$ cat src/rtl/core/tpdq_pkg.sv
// Shared types, codes and default sizes of the typed priority dispatch queue.
// Used by tpdq_scan and typed_priority_dispatch_queue_unit.
// No dependencies.
package tpdq_pkg;

    // Default sizes.
    localparam int WORKERS_DEF = 4;
    localparam int SLOTS_DEF   = 64;
    localparam int MAX_RESULTS = 64;

    // Field widths.
    localparam int ID_W    = 16;
    localparam int PRIO_W  = 8;
    localparam int REM_W   = 16;
    localparam int TYPE_W  = 4;
    localparam int LIMIT_W = 7;
    localparam int WI_W    = 2;
    localparam int CODE_W  = 4;
    localparam int NRES_W  = 7;

    // Commands.
    localparam logic [1:0] CMD_ADD        = 2'd0;
    localparam logic [1:0] CMD_QUERY_WKR  = 2'd1;
    localparam logic [1:0] CMD_QUERY_JOB  = 2'd2;
    localparam logic [1:0] CMD_LIST       = 2'd3;

    // Job status.
    localparam logic [1:0] ST_PENDING   = 2'd0;
    localparam logic [1:0] ST_RUNNING   = 2'd1;
    localparam logic [1:0] ST_DONE      = 2'd2;
    localparam logic [1:0] ST_DISCARDED = 2'd3;

    // Result codes.
    localparam logic [3:0] RC_ACCEPTED  = 4'd0;
    localparam logic [3:0] RC_DROPPED   = 4'd1;
    localparam logic [3:0] RC_FULL      = 4'd2;
    localparam logic [3:0] RC_RESTING   = 4'd3;
    localparam logic [3:0] RC_DOING     = 4'd4;
    localparam logic [3:0] RC_PENDING   = 4'd5;
    localparam logic [3:0] RC_UNKNOWN   = 4'd9;
    localparam logic [3:0] RC_FINISHED  = 4'd10;
    localparam logic [3:0] RC_EMPTY     = 4'd11;
    localparam logic [3:0] RC_NO_WORKER = 4'd12;

    // Configuration register indexes.
    localparam logic [2:0] REG_LIMIT  = 3'd0;
    localparam logic [2:0] REG_TYPE_0 = 3'd1;
    localparam logic [2:0] REG_TYPE_3 = 3'd4;

    // What a table scan looks for.
    typedef enum logic [1:0] {
        SCAN_PICK  = 2'd0,
        SCAN_EVICT = 2'd1,
        SCAN_FIND  = 2'd2
    } scan_mode_t;

    // Fixed part of a job table entry.
    typedef struct packed {
        logic [ID_W-1:0]   id;
        logic [PRIO_W-1:0] prio;
        logic [REM_W-1:0]  rem;
        logic [TYPE_W-1:0] jtype;
    } entry_t;

    // Fields kept for the best entry of a scan.
    typedef struct packed {
        logic              found;
        logic [ID_W-1:0]   id;
        logic [REM_W-1:0]  rem;
        logic [1:0]        status;
    } hit_t;

endpackage

$ cat src/rtl/core/tpdq_ram.sv
// Generic single write port, single read port RAM with registered read data.
// No dependencies.
module tpdq_ram #(
    parameter int WIDTH = 8,
    parameter int DEPTH = 64
) (
    input  logic                     clk,
    input  logic                     wr_en,
    input  logic [$clog2(DEPTH)-1:0] wr_addr,
    input  logic [WIDTH-1:0]         wr_data,
    input  logic                     rd_en,
    input  logic [$clog2(DEPTH)-1:0] rd_addr,
    output logic [WIDTH-1:0]         rd_data
);

    logic [WIDTH-1:0] mem [DEPTH];

    // Write and read; read data holds while no read is issued.
    always_ff @(posedge clk)
    begin
        if (wr_en)
        begin
            mem[wr_addr] <= wr_data;
        end
        if (rd_en)
        begin
            rd_data <= mem[rd_addr];
        end
    end

endmodule

$ cat src/rtl/core/tpdq_scan.sv
// Shared compare unit: walks job table entries one per cycle and keeps the best one.
// Depends on tpdq_pkg.
module tpdq_scan #(
    parameter int IDX_W = 6
) (
    input  logic                     clk,
    input  logic                     rst_n,
    input  logic                     clear,
    input  logic                     cmp_valid,
    input  tpdq_pkg::scan_mode_t     mode,
    input  logic [IDX_W-1:0]         cmp_idx,
    input  tpdq_pkg::entry_t         ent,
    input  logic [1:0]               ent_status,
    input  logic [tpdq_pkg::TYPE_W-1:0] key_type,
    input  logic [tpdq_pkg::ID_W-1:0]   key_id,
    output tpdq_pkg::hit_t           hit,
    output logic [IDX_W-1:0]         hit_idx
);

    logic                          found_reg;
    logic [tpdq_pkg::PRIO_W-1:0]   prio_reg;
    logic [tpdq_pkg::ID_W-1:0]     id_reg;
    logic [tpdq_pkg::REM_W-1:0]    rem_reg;
    logic [1:0]                    status_reg;
    logic [IDX_W-1:0]              idx_reg;
    logic                          take;

    // Selection rule of each scan kind; ties go to the later entry where priority decides.
    always_comb
    begin
        case (mode)
            tpdq_pkg::SCAN_PICK:
                take = (ent_status == tpdq_pkg::ST_PENDING) && (ent.jtype == key_type)
                    && (!found_reg || (ent.prio >= prio_reg));
            tpdq_pkg::SCAN_EVICT:
                take = (ent_status == tpdq_pkg::ST_PENDING)
                    && (!found_reg || (ent.prio <= prio_reg));
            tpdq_pkg::SCAN_FIND:
                take = !found_reg && (ent.id == key_id);
            default:
                take = 1'b0;
        endcase
    end

    // Found flag.
    always_ff @(posedge clk or negedge rst_n)
    begin
        if (!rst_n)
        begin
            found_reg <= 1'b0;
        end
        else if (clear)
        begin
            found_reg <= 1'b0;
        end
        else if (cmp_valid && take)
        begin
            found_reg <= 1'b1;
        end
    end

    // Best entry payload.
    always_ff @(posedge clk)
    begin
        if (cmp_valid && take)
        begin
            prio_reg   <= ent.prio;
            id_reg     <= ent.id;
            rem_reg    <= ent.rem;
            status_reg <= ent_status;
            idx_reg    <= cmp_idx;
        end
    end

    assign hit.found  = found_reg;
    assign hit.id     = id_reg;
    assign hit.rem    = rem_reg;
    assign hit.status = status_reg;
    assign hit_idx    = idx_reg;

endmodule

$ cat src/rtl/core/typed_priority_dispatch_queue_unit.sv
// Top level of the typed priority dispatch queue: sequencer, worker state and job tables.
// Depends on tpdq_pkg, tpdq_ram and tpdq_scan.
//
// Usage:
// Requests enter on the s_axis channel, one at a time: s_axis_tready is high only while
// the block is idle. Each request first advances every worker by one tick, then runs its
// command. Results leave on the m_axis channel; m_axis_tlast marks the final result of a
// request. A list request gives one result per finished job of the worker (at most 64),
// or a single empty result if there is none; every other request gives exactly one result.
// Configuration writes arrive on the cfg channel (cfg_ready is always high) and must be
// made only while the block is idle; the block itself does not enforce this.
// The tick visits each worker in turn and, for each idle worker, scans the job table
// for a job of its type. An add that must evict scans the table once more, a job query
// scans it once and a list reads the finish log entry by entry. All table scans go
// through one RAM read port and the shared compare unit.
// Reset empties the job table and the pool, idles every worker and restores the
// register defaults. A stalled receiver holds the result register; the sequencer waits
// until the result is taken, and the next request is accepted while the last result
// still waits.
module typed_priority_dispatch_queue_unit #(
    parameter int WORKERS     = tpdq_pkg::WORKERS_DEF,
    parameter int TABLE_SLOTS = tpdq_pkg::SLOTS_DEF
) (
    input  logic        clk,
    input  logic        rst_n,
    input  logic        s_axis_tvalid,
    output logic        s_axis_tready,
    // command[1:0], job_id[17:2], priority_req[25:18], duration[41:26],
    // job_type[45:42], worker_index[47:46]
    input  logic [47:0] s_axis_tdata,
    output logic        m_axis_tvalid,
    input  logic        m_axis_tready,
    // result_code[3:0], job_id_res[19:4], zero fill[23:20]
    output logic [23:0] m_axis_tdata,
    output logic        m_axis_tlast,
    input  logic        cfg_valid,
    output logic        cfg_ready,
    input  logic [2:0]  cfg_index,
    input  logic [6:0]  cfg_data
);

    localparam int IDX_W = $clog2(TABLE_SLOTS);
    localparam int CNT_W = $clog2(TABLE_SLOTS + 1);
    localparam int WID_W = (WORKERS > 1) ? $clog2(WORKERS) : 1;
    localparam int CMP_W = (CNT_W > tpdq_pkg::LIMIT_W) ? CNT_W : tpdq_pkg::LIMIT_W;
    localparam int LOG_W = tpdq_pkg::ID_W + WID_W;

    typedef enum logic [11:0] {
        S_IDLE  = 12'b000000000001,
        S_TCHK  = 12'b000000000010,
        S_TSCAN = 12'b000000000100,
        S_TPICK = 12'b000000001000,
        S_CMD   = 12'b000000010000,
        S_ESCAN = 12'b000000100000,
        S_EWR   = 12'b000001000000,
        S_FSCAN = 12'b000010000000,
        S_LRD   = 12'b000100000000,
        S_LCHK  = 12'b001000000000,
        S_LEND  = 12'b010000000000,
        S_RESP  = 12'b100000000000
    } state_t;

    state_t state_reg, state_next;

    // Request fields.
    logic [1:0]                     cmd_reg;
    logic [tpdq_pkg::ID_W-1:0]      jid_reg;
    logic [tpdq_pkg::PRIO_W-1:0]    prio_reg;
    logic [tpdq_pkg::REM_W-1:0]     dur_reg;
    logic [tpdq_pkg::TYPE_W-1:0]    jtype_reg;
    logic [tpdq_pkg::WI_W-1:0]      wi_reg;

    // Configuration.
    logic [tpdq_pkg::LIMIT_W-1:0]   limit_reg;
    logic [tpdq_pkg::TYPE_W-1:0]    wtype_reg [4];

    // Counters and worker state.
    logic [CNT_W-1:0]               count_reg, count_next;
    logic [CNT_W-1:0]               wait_reg, wait_next;
    logic [CNT_W-1:0]               fc_reg, fc_next;
    logic                           run_valid_reg [WORKERS];
    logic                           run_valid_next [WORKERS];
    logic [IDX_W-1:0]               run_slot_reg [WORKERS];
    logic [IDX_W-1:0]               run_slot_next [WORKERS];
    logic [tpdq_pkg::REM_W-1:0]     run_rem_reg [WORKERS];
    logic [tpdq_pkg::REM_W-1:0]     run_rem_next [WORKERS];
    logic [tpdq_pkg::ID_W-1:0]      run_id_reg [WORKERS];
    logic [tpdq_pkg::ID_W-1:0]      run_id_next [WORKERS];
    logic [WID_W-1:0]               wk_reg, wk_next;

    // Scan sequencing.
    logic [CNT_W-1:0]               sidx_reg, sidx_next;
    logic                           cmp_valid_reg, cmp_valid_next;
    logic [IDX_W-1:0]               cmp_idx_reg, cmp_idx_next;
    logic                           scan_clear;
    logic                           scan_rd;
    logic                           scan_done;
    tpdq_pkg::scan_mode_t           scan_mode;
    tpdq_pkg::hit_t                 hit;
    logic [IDX_W-1:0]               hit_idx;

    // List walk.
    logic [CNT_W-1:0]               k_reg, k_next;
    logic [tpdq_pkg::NRES_W-1:0]    n_reg, n_next;
    logic                           held_reg, held_next;
    logic [tpdq_pkg::ID_W-1:0]      held_id_reg, held_id_next;

    // Final result of a request.
    logic [tpdq_pkg::CODE_W-1:0]    res_code_reg, res_code_next;
    logic [tpdq_pkg::ID_W-1:0]      res_id_reg, res_id_next;

    // Output register.
    logic                           out_valid_reg;
    logic [tpdq_pkg::CODE_W-1:0]    out_code_reg;
    logic [tpdq_pkg::ID_W-1:0]      out_id_reg;
    logic                           out_last_reg;
    logic                           out_free;
    logic                           out_load;
    logic [tpdq_pkg::CODE_W-1:0]    out_code_d;
    logic [tpdq_pkg::ID_W-1:0]      out_id_d;
    logic                           out_last_d;

    // Memory ports.
    logic                           stat_wr_en;
    logic [IDX_W-1:0]               stat_wr_addr;
    logic [1:0]                     stat_wr_data;
    logic [1:0]                     stat_rd;
    logic                           ent_wr_en;
    tpdq_pkg::entry_t               ent_wr_data;
    tpdq_pkg::entry_t               ent_rd;
    logic                           log_wr_en;
    logic [LOG_W-1:0]               log_wr_data;
    logic                           log_rd_en;
    logic [LOG_W-1:0]               log_rd;

    logic                           served;
    logic                           wi_ok;
    logic [WID_W-1:0]               qw;
    logic [tpdq_pkg::TYPE_W-1:0]    key_type;
    logic                           last_wk;

    assign s_axis_tready = (state_reg == S_IDLE);
    assign cfg_ready     = 1'b1;
    assign out_free      = !out_valid_reg || m_axis_tready;
    assign key_type      = wtype_reg[2'(wk_reg)];
    assign last_wk       = (wk_reg == WID_W'(WORKERS - 1));
    assign wi_ok         = (int'(wi_reg) < WORKERS);
    assign qw            = WID_W'(wi_reg);
    assign scan_rd       = (sidx_reg < count_reg);
    assign scan_done     = !scan_rd && !cmp_valid_reg;

    // Is any worker serving the requested type.
    always_comb
    begin
        served = 1'b0;
        for (int w = 0; w < WORKERS; w++)
        begin
            if (wtype_reg[w % 4] == jtype_reg)
            begin
                served = 1'b1;
            end
        end
    end

    // Scan kind follows the scanning state.
    always_comb
    begin
        case (state_reg)
            S_ESCAN: scan_mode = tpdq_pkg::SCAN_EVICT;
            S_FSCAN: scan_mode = tpdq_pkg::SCAN_FIND;
            default: scan_mode = tpdq_pkg::SCAN_PICK;
        endcase
    end

    // Main sequencer.
    always_comb
    begin
        state_next     = state_reg;
        count_next     = count_reg;
        wait_next      = wait_reg;
        fc_next        = fc_reg;
        wk_next        = wk_reg;
        sidx_next      = sidx_reg;
        cmp_valid_next = 1'b0;
        cmp_idx_next   = cmp_idx_reg;
        scan_clear     = 1'b0;
        k_next         = k_reg;
        n_next         = n_reg;
        held_next      = held_reg;
        held_id_next   = held_id_reg;
        res_code_next  = res_code_reg;
        res_id_next    = res_id_reg;
        stat_wr_en     = 1'b0;
        stat_wr_addr   = hit_idx;
        stat_wr_data   = tpdq_pkg::ST_PENDING;
        ent_wr_en      = 1'b0;
        ent_wr_data    = '{id: jid_reg, prio: prio_reg, rem: dur_reg, jtype: jtype_reg};
        log_wr_en      = 1'b0;
        log_wr_data    = {run_id_reg[wk_reg], wk_reg};
        log_rd_en      = 1'b0;
        out_load       = 1'b0;
        out_code_d     = res_code_reg;
        out_id_d       = res_id_reg;
        out_last_d     = 1'b1;
        for (int w = 0; w < WORKERS; w++)
        begin
            run_valid_next[w] = run_valid_reg[w];
            run_slot_next[w]  = run_slot_reg[w];
            run_rem_next[w]   = run_rem_reg[w];
            run_id_next[w]    = run_id_reg[w];
        end

        case (state_reg)
            S_IDLE:
            begin
                if (s_axis_tvalid)
                begin
                    wk_next    = '0;
                    state_next = S_TCHK;
                end
            end

            // Worker tick: count down, finish, or look for a job.
            S_TCHK:
            begin
                if (run_valid_reg[wk_reg] && (run_rem_reg[wk_reg] != '0))
                begin
                    run_rem_next[wk_reg] = run_rem_reg[wk_reg] - 1'b1;
                    if (last_wk)
                    begin
                        state_next = S_CMD;
                    end
                    else
                    begin
                        wk_next = wk_reg + 1'b1;
                    end
                end
                else
                begin
                    if (run_valid_reg[wk_reg])
                    begin
                        stat_wr_en             = 1'b1;
                        stat_wr_addr           = run_slot_reg[wk_reg];
                        stat_wr_data           = tpdq_pkg::ST_DONE;
                        log_wr_en              = 1'b1;
                        fc_next                = fc_reg + 1'b1;
                        run_valid_next[wk_reg] = 1'b0;
                    end
                    scan_clear = 1'b1;
                    sidx_next  = '0;
                    state_next = S_TSCAN;
                end
            end

            S_TSCAN, S_ESCAN, S_FSCAN:
            begin
                if (scan_rd)
                begin
                    sidx_next      = sidx_reg + 1'b1;
                    cmp_valid_next = 1'b1;
                    cmp_idx_next   = sidx_reg[IDX_W-1:0];
                end
                if (scan_done)
                begin
                    case (state_reg)
                        S_TSCAN:
                        begin
                            state_next = S_TPICK;
                        end
                        S_ESCAN:
                        begin
                            if (hit.found)
                            begin
                                stat_wr_en   = 1'b1;
                                stat_wr_data = tpdq_pkg::ST_DISCARDED;
                                wait_next    = wait_reg - 1'b1;
                            end
                            state_next = S_EWR;
                        end
                        default:
                        begin
                            res_id_next = jid_reg;
                            if (hit.found)
                            begin
                                res_code_next = tpdq_pkg::RC_PENDING + 4'(hit.status);
                            end
                            else
                            begin
                                res_code_next = tpdq_pkg::RC_UNKNOWN;
                            end
                            state_next = S_RESP;
                        end
                    endcase
                end
            end

            // Start the best job found and give it its first tick.
            S_TPICK:
            begin
                if (hit.found)
                begin
                    stat_wr_en             = 1'b1;
                    stat_wr_data           = tpdq_pkg::ST_RUNNING;
                    run_valid_next[wk_reg] = 1'b1;
                    run_slot_next[wk_reg]  = hit_idx;
                    run_id_next[wk_reg]    = hit.id;
                    run_rem_next[wk_reg]   = (hit.rem != '0) ? hit.rem - 1'b1 : hit.rem;
                    if (wait_reg != '0)
                    begin
                        wait_next = wait_reg - 1'b1;
                    end
                end
                if (last_wk)
                begin
                    state_next = S_CMD;
                end
                else
                begin
                    wk_next    = wk_reg + 1'b1;
                    state_next = S_TCHK;
                end
            end

            S_CMD:
            begin
                res_id_next = '0;
                scan_clear  = 1'b1;
                sidx_next   = '0;
                state_next  = S_RESP;
                case (cmd_reg)
                    tpdq_pkg::CMD_ADD:
                    begin
                        res_id_next = jid_reg;
                        if (!served)
                        begin
                            res_code_next = tpdq_pkg::RC_NO_WORKER;
                        end
                        else if (limit_reg == '0)
                        begin
                            res_code_next = tpdq_pkg::RC_DROPPED;
                        end
                        else if (count_reg == CNT_W'(TABLE_SLOTS))
                        begin
                            res_code_next = tpdq_pkg::RC_FULL;
                        end
                        else if (CMP_W'(wait_reg) >= CMP_W'(limit_reg))
                        begin
                            state_next = S_ESCAN;
                        end
                        else
                        begin
                            state_next = S_EWR;
                        end
                    end
                    tpdq_pkg::CMD_QUERY_JOB:
                    begin
                        state_next = S_FSCAN;
                    end
                    tpdq_pkg::CMD_QUERY_WKR:
                    begin
                        if (!wi_ok)
                        begin
                            res_code_next = tpdq_pkg::RC_NO_WORKER;
                        end
                        else if (run_valid_reg[qw])
                        begin
                            res_code_next = tpdq_pkg::RC_DOING;
                            res_id_next   = run_id_reg[qw];
                        end
                        else
                        begin
                            res_code_next = tpdq_pkg::RC_RESTING;
                        end
                    end
                    default:
                    begin
                        if (!wi_ok)
                        begin
                            res_code_next = tpdq_pkg::RC_NO_WORKER;
                        end
                        else
                        begin
                            k_next     = '0;
                            n_next     = '0;
                            held_next  = 1'b0;
                            state_next = S_LRD;
                        end
                    end
                endcase
            end

            // Record the new job as pending.
            S_EWR:
            begin
                ent_wr_en     = 1'b1;
                stat_wr_en    = 1'b1;
                stat_wr_addr  = count_reg[IDX_W-1:0];
                stat_wr_data  = tpdq_pkg::ST_PENDING;
                count_next    = count_reg + 1'b1;
                wait_next     = wait_reg + 1'b1;
                res_code_next = tpdq_pkg::RC_ACCEPTED;
                state_next    = S_RESP;
            end

            // Walk the finish log in finishing order.
            S_LRD:
            begin
                if ((k_reg < fc_reg) && (n_reg < tpdq_pkg::NRES_W'(tpdq_pkg::MAX_RESULTS)))
                begin
                    log_rd_en  = 1'b1;
                    state_next = S_LCHK;
                end
                else
                begin
                    state_next = S_LEND;
                end
            end

            // One result is held back so the final one can carry last.
            S_LCHK:
            begin
                if (4'(log_rd[WID_W-1:0]) == 4'(wi_reg))
                begin
                    if (!held_reg || out_free)
                    begin
                        if (held_reg)
                        begin
                            out_load   = 1'b1;
                            out_code_d = tpdq_pkg::RC_FINISHED;
                            out_id_d   = held_id_reg;
                            out_last_d = 1'b0;
                        end
                        held_next    = 1'b1;
                        held_id_next = log_rd[LOG_W-1:WID_W];
                        n_next       = n_reg + 1'b1;
                        k_next       = k_reg + 1'b1;
                        state_next   = S_LRD;
                    end
                end
                else
                begin
                    k_next     = k_reg + 1'b1;
                    state_next = S_LRD;
                end
            end

            S_LEND:
            begin
                if (held_reg)
                begin
                    res_code_next = tpdq_pkg::RC_FINISHED;
                    res_id_next   = held_id_reg;
                end
                else
                begin
                    res_code_next = tpdq_pkg::RC_EMPTY;
                    res_id_next   = '0;
                end
                state_next = S_RESP;
            end

            S_RESP:
            begin
                if (out_free)
                begin
                    out_load   = 1'b1;
                    state_next = S_IDLE;
                end
            end

            default:
            begin
                state_next = S_IDLE;
            end
        endcase
    end

    // Control registers.
    always_ff @(posedge clk or negedge rst_n)
    begin
        if (!rst_n)
        begin
            state_reg     <= S_IDLE;
            count_reg     <= '0;
            wait_reg      <= '0;
            fc_reg        <= '0;
            wk_reg        <= '0;
            sidx_reg      <= '0;
            cmp_valid_reg <= 1'b0;
            k_reg         <= '0;
            n_reg         <= '0;
            held_reg      <= 1'b0;
            out_valid_reg <= 1'b0;
            for (int w = 0; w < WORKERS; w++)
            begin
                run_valid_reg[w] <= 1'b0;
            end
        end
        else
        begin
            state_reg     <= state_next;
            count_reg     <= count_next;
            wait_reg      <= wait_next;
            fc_reg        <= fc_next;
            wk_reg        <= wk_next;
            sidx_reg      <= sidx_next;
            cmp_valid_reg <= cmp_valid_next;
            k_reg         <= k_next;
            n_reg         <= n_next;
            held_reg      <= held_next;
            for (int w = 0; w < WORKERS; w++)
            begin
                run_valid_reg[w] <= run_valid_next[w];
            end
            if (out_load)
            begin
                out_valid_reg <= 1'b1;
            end
            else if (m_axis_tready)
            begin
                out_valid_reg <= 1'b0;
            end
        end
    end

    // Configuration registers.
    always_ff @(posedge clk or negedge rst_n)
    begin
        if (!rst_n)
        begin
            limit_reg <= tpdq_pkg::LIMIT_W'(TABLE_SLOTS > 64 ? 64 : 64);
            for (int i = 0; i < 4; i++)
            begin
                wtype_reg[i] <= tpdq_pkg::TYPE_W'(i);
            end
        end
        else if (cfg_valid)
        begin
            if (cfg_index == tpdq_pkg::REG_LIMIT)
            begin
                limit_reg <= cfg_data;
            end
            else if ((cfg_index >= tpdq_pkg::REG_TYPE_0) && (cfg_index <= tpdq_pkg::REG_TYPE_3))
            begin
                wtype_reg[2'(cfg_index - tpdq_pkg::REG_TYPE_0)] <= cfg_data[3:0];
            end
        end
    end

    // Payload registers.
    always_ff @(posedge clk)
    begin
        if (s_axis_tvalid && s_axis_tready)
        begin
            cmd_reg   <= s_axis_tdata[1:0];
            jid_reg   <= s_axis_tdata[17:2];
            prio_reg  <= s_axis_tdata[25:18];
            dur_reg   <= s_axis_tdata[41:26];
            jtype_reg <= s_axis_tdata[45:42];
            wi_reg    <= s_axis_tdata[47:46];
        end
        cmp_idx_reg   <= cmp_idx_next;
        held_id_reg   <= held_id_next;
        res_code_reg  <= res_code_next;
        res_id_reg    <= res_id_next;
        for (int w = 0; w < WORKERS; w++)
        begin
            run_slot_reg[w] <= run_slot_next[w];
            run_rem_reg[w]  <= run_rem_next[w];
            run_id_reg[w]   <= run_id_next[w];
        end
        if (out_load)
        begin
            out_code_reg <= out_code_d;
            out_id_reg   <= out_id_d;
            out_last_reg <= out_last_d;
        end
    end

    assign m_axis_tvalid = out_valid_reg;
    assign m_axis_tdata  = {4'd0, out_id_reg, out_code_reg};
    assign m_axis_tlast  = out_last_reg;

    // Fixed entry fields.
    tpdq_ram #(
        .WIDTH ($bits(tpdq_pkg::entry_t)),
        .DEPTH (TABLE_SLOTS)
    ) u_entry_ram (
        .clk     (clk),
        .wr_en   (ent_wr_en),
        .wr_addr (count_reg[IDX_W-1:0]),
        .wr_data (ent_wr_data),
        .rd_en   (scan_rd),
        .rd_addr (sidx_reg[IDX_W-1:0]),
        .rd_data (ent_rd)
    );

    // Entry status.
    tpdq_ram #(
        .WIDTH (2),
        .DEPTH (TABLE_SLOTS)
    ) u_status_ram (
        .clk     (clk),
        .wr_en   (stat_wr_en),
        .wr_addr (stat_wr_addr),
        .wr_data (stat_wr_data),
        .rd_en   (scan_rd),
        .rd_addr (sidx_reg[IDX_W-1:0]),
        .rd_data (stat_rd)
    );

    // Finished jobs in finishing order, with the worker that ran them.
    tpdq_ram #(
        .WIDTH (LOG_W),
        .DEPTH (TABLE_SLOTS)
    ) u_log_ram (
        .clk     (clk),
        .wr_en   (log_wr_en),
        .wr_addr (fc_reg[IDX_W-1:0]),
        .wr_data (log_wr_data),
        .rd_en   (log_rd_en),
        .rd_addr (k_reg[IDX_W-1:0]),
        .rd_data (log_rd)
    );

    // Shared compare unit for every table scan.
    tpdq_scan #(
        .IDX_W (IDX_W)
    ) u_scan (
        .clk        (clk),
        .rst_n      (rst_n),
        .clear      (scan_clear),
        .cmp_valid  (cmp_valid_reg),
        .mode       (scan_mode),
        .cmp_idx    (cmp_idx_reg),
        .ent        (ent_rd),
        .ent_status (stat_rd),
        .key_type   (key_type),
        .key_id     (jid_reg),
        .hit        (hit),
        .hit_idx    (hit_idx)
    );

    // The pool never holds more jobs than the table.
    a_wait_bound: assert property (@(posedge clk) disable iff (!rst_n)
        wait_reg <= count_reg)
        else $error("waiting count above entry count");

    // Every finished job is a table entry.
    a_finish_bound: assert property (@(posedge clk) disable iff (!rst_n)
        fc_reg <= count_reg)
        else $error("finish count above entry count");

    // An accepted request always starts with the worker tick.
    a_start_tick: assert property (@(posedge clk) disable iff (!rst_n)
        (s_axis_tvalid && s_axis_tready) |=> (state_reg == S_TCHK))
        else $error("request did not start a tick");

    // A result is loaded only when the output register is free.
    a_out_free: assert property (@(posedge clk) disable iff (!rst_n)
        out_load |-> out_free)
        else $error("result overwrote a waiting result");

endmodule
$ cat config.mk
export PLATFORM = sky130hd
export DESIGN_NAME = typed_priority_dispatch_queue_unit
export DESIGN_NICKNAME = d
export VERILOG_FILES = /design/src/rtl/core/tpdq_pkg.sv /design/src/rtl/core/tpdq_ram.sv /design/src/rtl/core/tpdq_scan.sv /design/src/rtl/core/typed_priority_dispatch_queue_unit.sv
export SDC_FILE = /design/constraint.sdc
export NUM_CORES = 2
export LEC_CHECK = 0
export BUFFER_PORTS_ARGS = -buffer_cell sky130_fd_sc_hd__buf_2
export CAP_MARGIN = 20
export CORE_ASPECT_RATIO = 0.8
export CORE_UTILIZATION = 57
export DETAILED_ROUTE_END_ITERATION = 6
export GPL_ROUTABILITY_DRIVEN = 0
export PLACE_DENSITY = 0.79
export SLEW_MARGIN = 20
export SYNTH_ARGS = -nofsm -noshare
export SYNTH_HDL_FRONTEND = slang
export SYNTH_HIERARCHICAL = 1
export SYNTH_MEMORY_MAX_BITS = 65536
export SYNTH_SLANG_ARGS = --single-unit
$ cat constraint.sdc
create_clock -name clk -period 6.35 [get_ports clk]
set_input_delay 0.635 -clock clk [delete_from_list [all_inputs] [get_ports clk]]
set_output_delay 0.635 -clock clk [all_outputs]
set_load 0.02 [all_outputs]
==> run_results.csv <==
group,metric,value,unit
outcome,status,"finished, violations left",
outcome,failed_checks,"design-rule violations",
synthesis,yosysUniqueCellTypes,79,
timing,timing.fmax,182,MHz
synthesis,synth-adder-area-share,0.336,%
global_routing,grt_max_degree,113,
global_routing,grt_overflow,0,
place,dpl.hpwl,266,mm
timing,rsz0062_at_grt,"false",
power,ir_drop,289,uV
finish,regArea,0.137,mm^2
timing,setup_viol,0,
synthesis,dominantRegCellSynth,"edfxtp_1",
timing,period_needed,5490,ps
critical_path,worst-path-max-fanout,26,
finish,drive_above_1_share,24.7,%
power,power.leakage,61.3,nW
job,cap_viol_max_count,0,
finish,finalNonFillerCells,13200,
detailed_routing,drt_first_pass_iters,7,
detailed_routing,vias_per_cell,7.10,
synthesis,synth_top_family_by_area,"multiplexers",
synthesis,synth-edff-count,4471,
power,pwr-share-comb,5.2,%
global_routing,grt_pass1_vias,92400,
critical_path,worstPathRequired,6910,ps
synthesis,synth-compound-area-share,3.26,%
timing,hold_ws,43.1,ps
global_routing,met2_usage,45.7,%
power,sw_frac_of_total,22.3,%
clocking,cts_max_level,5,
global_routing,antenna_found_initial,20,
synthesis,synth_mux_area_share,14.5,%
floorplanning,die_h,500,um
clocking,cts_buffer_depth,4,
place,dp_cells,12400,
power,internal-power,0.0491,W
clocking,cts_made_buffers,424,
timing,finalMaxSlewViolations,0,
timing,hold_viol_final,0,
clocking,cts_setup_buffers,0,
global_routing,use_met1,43.1,%
critical_path,cp-end-kind,"flop",
finish,synthToLayoutAreaGrowth,11.5,%
timing,skew,67.7,ps
global_routing,grt_pass1_wl,676,mm
floorplanning,pin_count,91,
detailed_routing,drc_errors,5,
critical_path,start_kind,"flop",
finish,multi_input_area,0.0385,mm^2
synthesis,synth.yosys.seq_area_share,77.1,%
floorplanning,core.rowCount,182,
detailed_routing,routedWlPerCell,36.1,um
detailed_routing,routed_wl,477,mm
clocking,clk_pin_slew_worst_paths,60,ps
detailed_routing,routed-via-count,93800,
global_routing,grt_usage,30.3,%
finish,top_regs,"u_entry_ram/mem (2816), u_log_ram/mem (1152), u_status_ram/mem (128)",
power,power.density,321,mW/mm^2
place,port_buffers,85,
finish,fillers,18700,
finish,final_util,64.1,%
synthesis,yosysWarnings,6,
clocking,cts.sinks,4560,
synthesis,synth-simple-area-share,2.84,%
finish,top_register,"u_entry_ram/mem",
floorplanning,start_util,57.5,%
global_routing,met3_usage,7.92,%
synthesis,syn_avg_cell_area,21.4,um^2
detailed_routing,drt_iter0_drc,17400,
power,seq_power_share,55.1,%
synthesis,netlist_instances,8291,
finish,largest_reg_flops,2816,
timing,min_period_over_period,86.4,%
clocking,clk_latency,960,ps
synthesis,synthXorXnorAreaFrac,0.460,%
floorplanning,fp.coreArea,0.308,mm^2
timing,tns,0,ps
timing,worst_slew_margin_rel,10.9,%
floorplanning,die_w,625,um
timing,tightest_slew,1340,ps
finish,finish.net_count,8824,
min_path,hp-class,"primary input to flop",
power,p_total,0.0633,W
critical_path,critical_path_class,"flop to flop",
floorplanning,fp.dieArea,0.313,mm^2
clocking,cts_root_buf,"clkbuf_16",
synthesis,synth_area,0.177,mm^2
power,switchingPower,0.0141,W
detailed_routing,ant_nets,0,
clocking,cts_tree,"yes",
synthesis,synth.ff_latch_count,4560,
synthesis,synthArstFlopShare,1.91,%
critical_path,cp.arrival,6040,ps
power,power.share.clock,39.6,%
global_routing,top_usage_layer,"met2",
layer usage:
metal / part of all wire (%) / vias up
met4: 4.5 / 6
li1: - / 35600
met5: 0.0086 / -
met3: 15 / 1201
met2: 46 / 8729
met1: 35 / 48300
power groups by stage:
stage	combinational [W]	clock [W]	sequential [W]
floorplan	0.000903	0	0.0361
global placement	0.00299	0	0.0355
detailed placement	0.00319	0	0.0355
CTS	0.00325	0.0252	0.0349
global route	0.00340	0.0262	0.0349
finish	0.00332	0.0251	0.0349
critical path, cell delays in order (launching register included):
cell and delay, ps:
dfrtp_4 740, mux4_1 720, nor4_1 550, nand2_1 210, nor2_1 190, and2_1 790
nand3_1 790, nor2_2 1070
cells in the final DEF, fill, tap and decap left out, types with 101 or more instances in the layout:
cell	instances
edfxtp_1	4471
mux4_2	997
clkbuf_16	431
nor2_1	278
buf_4	275
mux2i_1	195
nand2_1	189
a22oi_1	145
a21oi_1	117
o22ai_1	112
a221oi_1	103
nand3_1	101
repair_timing:
action / CTS / global route
hold endpoints to repair: 78 / 0
hold buffers: 54 / 0
gates resized for setup: 0 / 0
through the flow:
stage | area [um^2] | worst slack [ps]
6_report | 197000 | 864
4_1_cts | 197000 | 1020
3_3_place_gp | 183000 | 1150
2_1_floorplan | 177000 | 391
5_1_grt | 197000 | 732
3_5_place_dp | 183000 | 1090
synth_stat cells (all sizes together) (11+ instances only):
master / instances / area, um^2
o22ai: 112 / 701
mux2: 84 / 946
clkbuf: 197 / 739
and2: 50 / 313
o21ai: 50 / 254
a22oi: 145 / 1090
xnor2: 51 / 447
a21oi: 118 / 591
nand3: 101 / 505
edfxtp: 4471 / 134000
or2: 15 / 93.8
inv: 50 / 188
and3: 35 / 219
buf: 254 / 1810
nor3b: 18 / 135
nand2b: 27 / 169
a221oi: 123 / 1200
and4: 11 / 96.3
nand3b: 17 / 128
mux2i: 195 / 1950
nor3: 17 / 90.1
nand4: 39 / 250
nor4: 24 / 169
nor2b: 78 / 488
a21o: 17 / 128
nand2: 190 / 713
a22o: 61 / 534
mux4: 1007 / 22700
nor2: 359 / 1350
dfrtp: 81 / 2030
ha: 46 / 576
a211oi: 56 / 420
xor2: 42 / 368
o221ai: 39 / 342
worst paths after layout:
kind | cells past startpoint | slack [ps] | end | startpoint
max | 7 | 860 | u_log_ram/mem[58][11] | wk_reg[0]
min | 1 | 40 | jtype_reg[0] | s_axis_tdata[42]
max reg2reg | 7 | 860 | u_log_ram/mem[58][11] | wk_reg[0]
min reg2reg | 0 | 420 | held_id_reg[11] | u_log_ram/rd_data[13]
max in group asynchronous | 3 | 4820 | sidx_reg[0] | rst_n
min in group asynchronous | 2 | 110 | wtype_reg[3] | rst_n
kinds of logic (layout without fill, tap and decap cells):
| group | Yosys count | count (layout) |
|---|---|---|
| DFF | 4560 | 4560 |
| muxes | 1286 | 1286 |
| and+or+nand+nor | 1019 | 1019 |
| AOI/OAI and AO/OA | 783 | 783 |
| buffers and inverters | 501 | 1267 |
| xor gates and xnor gates | 93 | 93 |
| adders and majority gates | 47 | 47 |
| other | 2 | 14 |
cell type report:
| cell class | count | share of cell area [%] |
|---|---|---|
| Antenna cell | 9 | 0.0114 |
| Sequential cell | 4560 | 69.2 |
| Timing Repair Buffer | 445 | 1.83 |
| Multi-Input combinational cell | 3233 | 19.5 |
| Clock inverter | 249 | 1.12 |
| Clock buffer | 523 | 5.67 |
| Inverter | 50 | 0.0957 |
| Tap cell | 4140 | 2.62 |
Note: power is estimated with default switching activity, not from simulation.
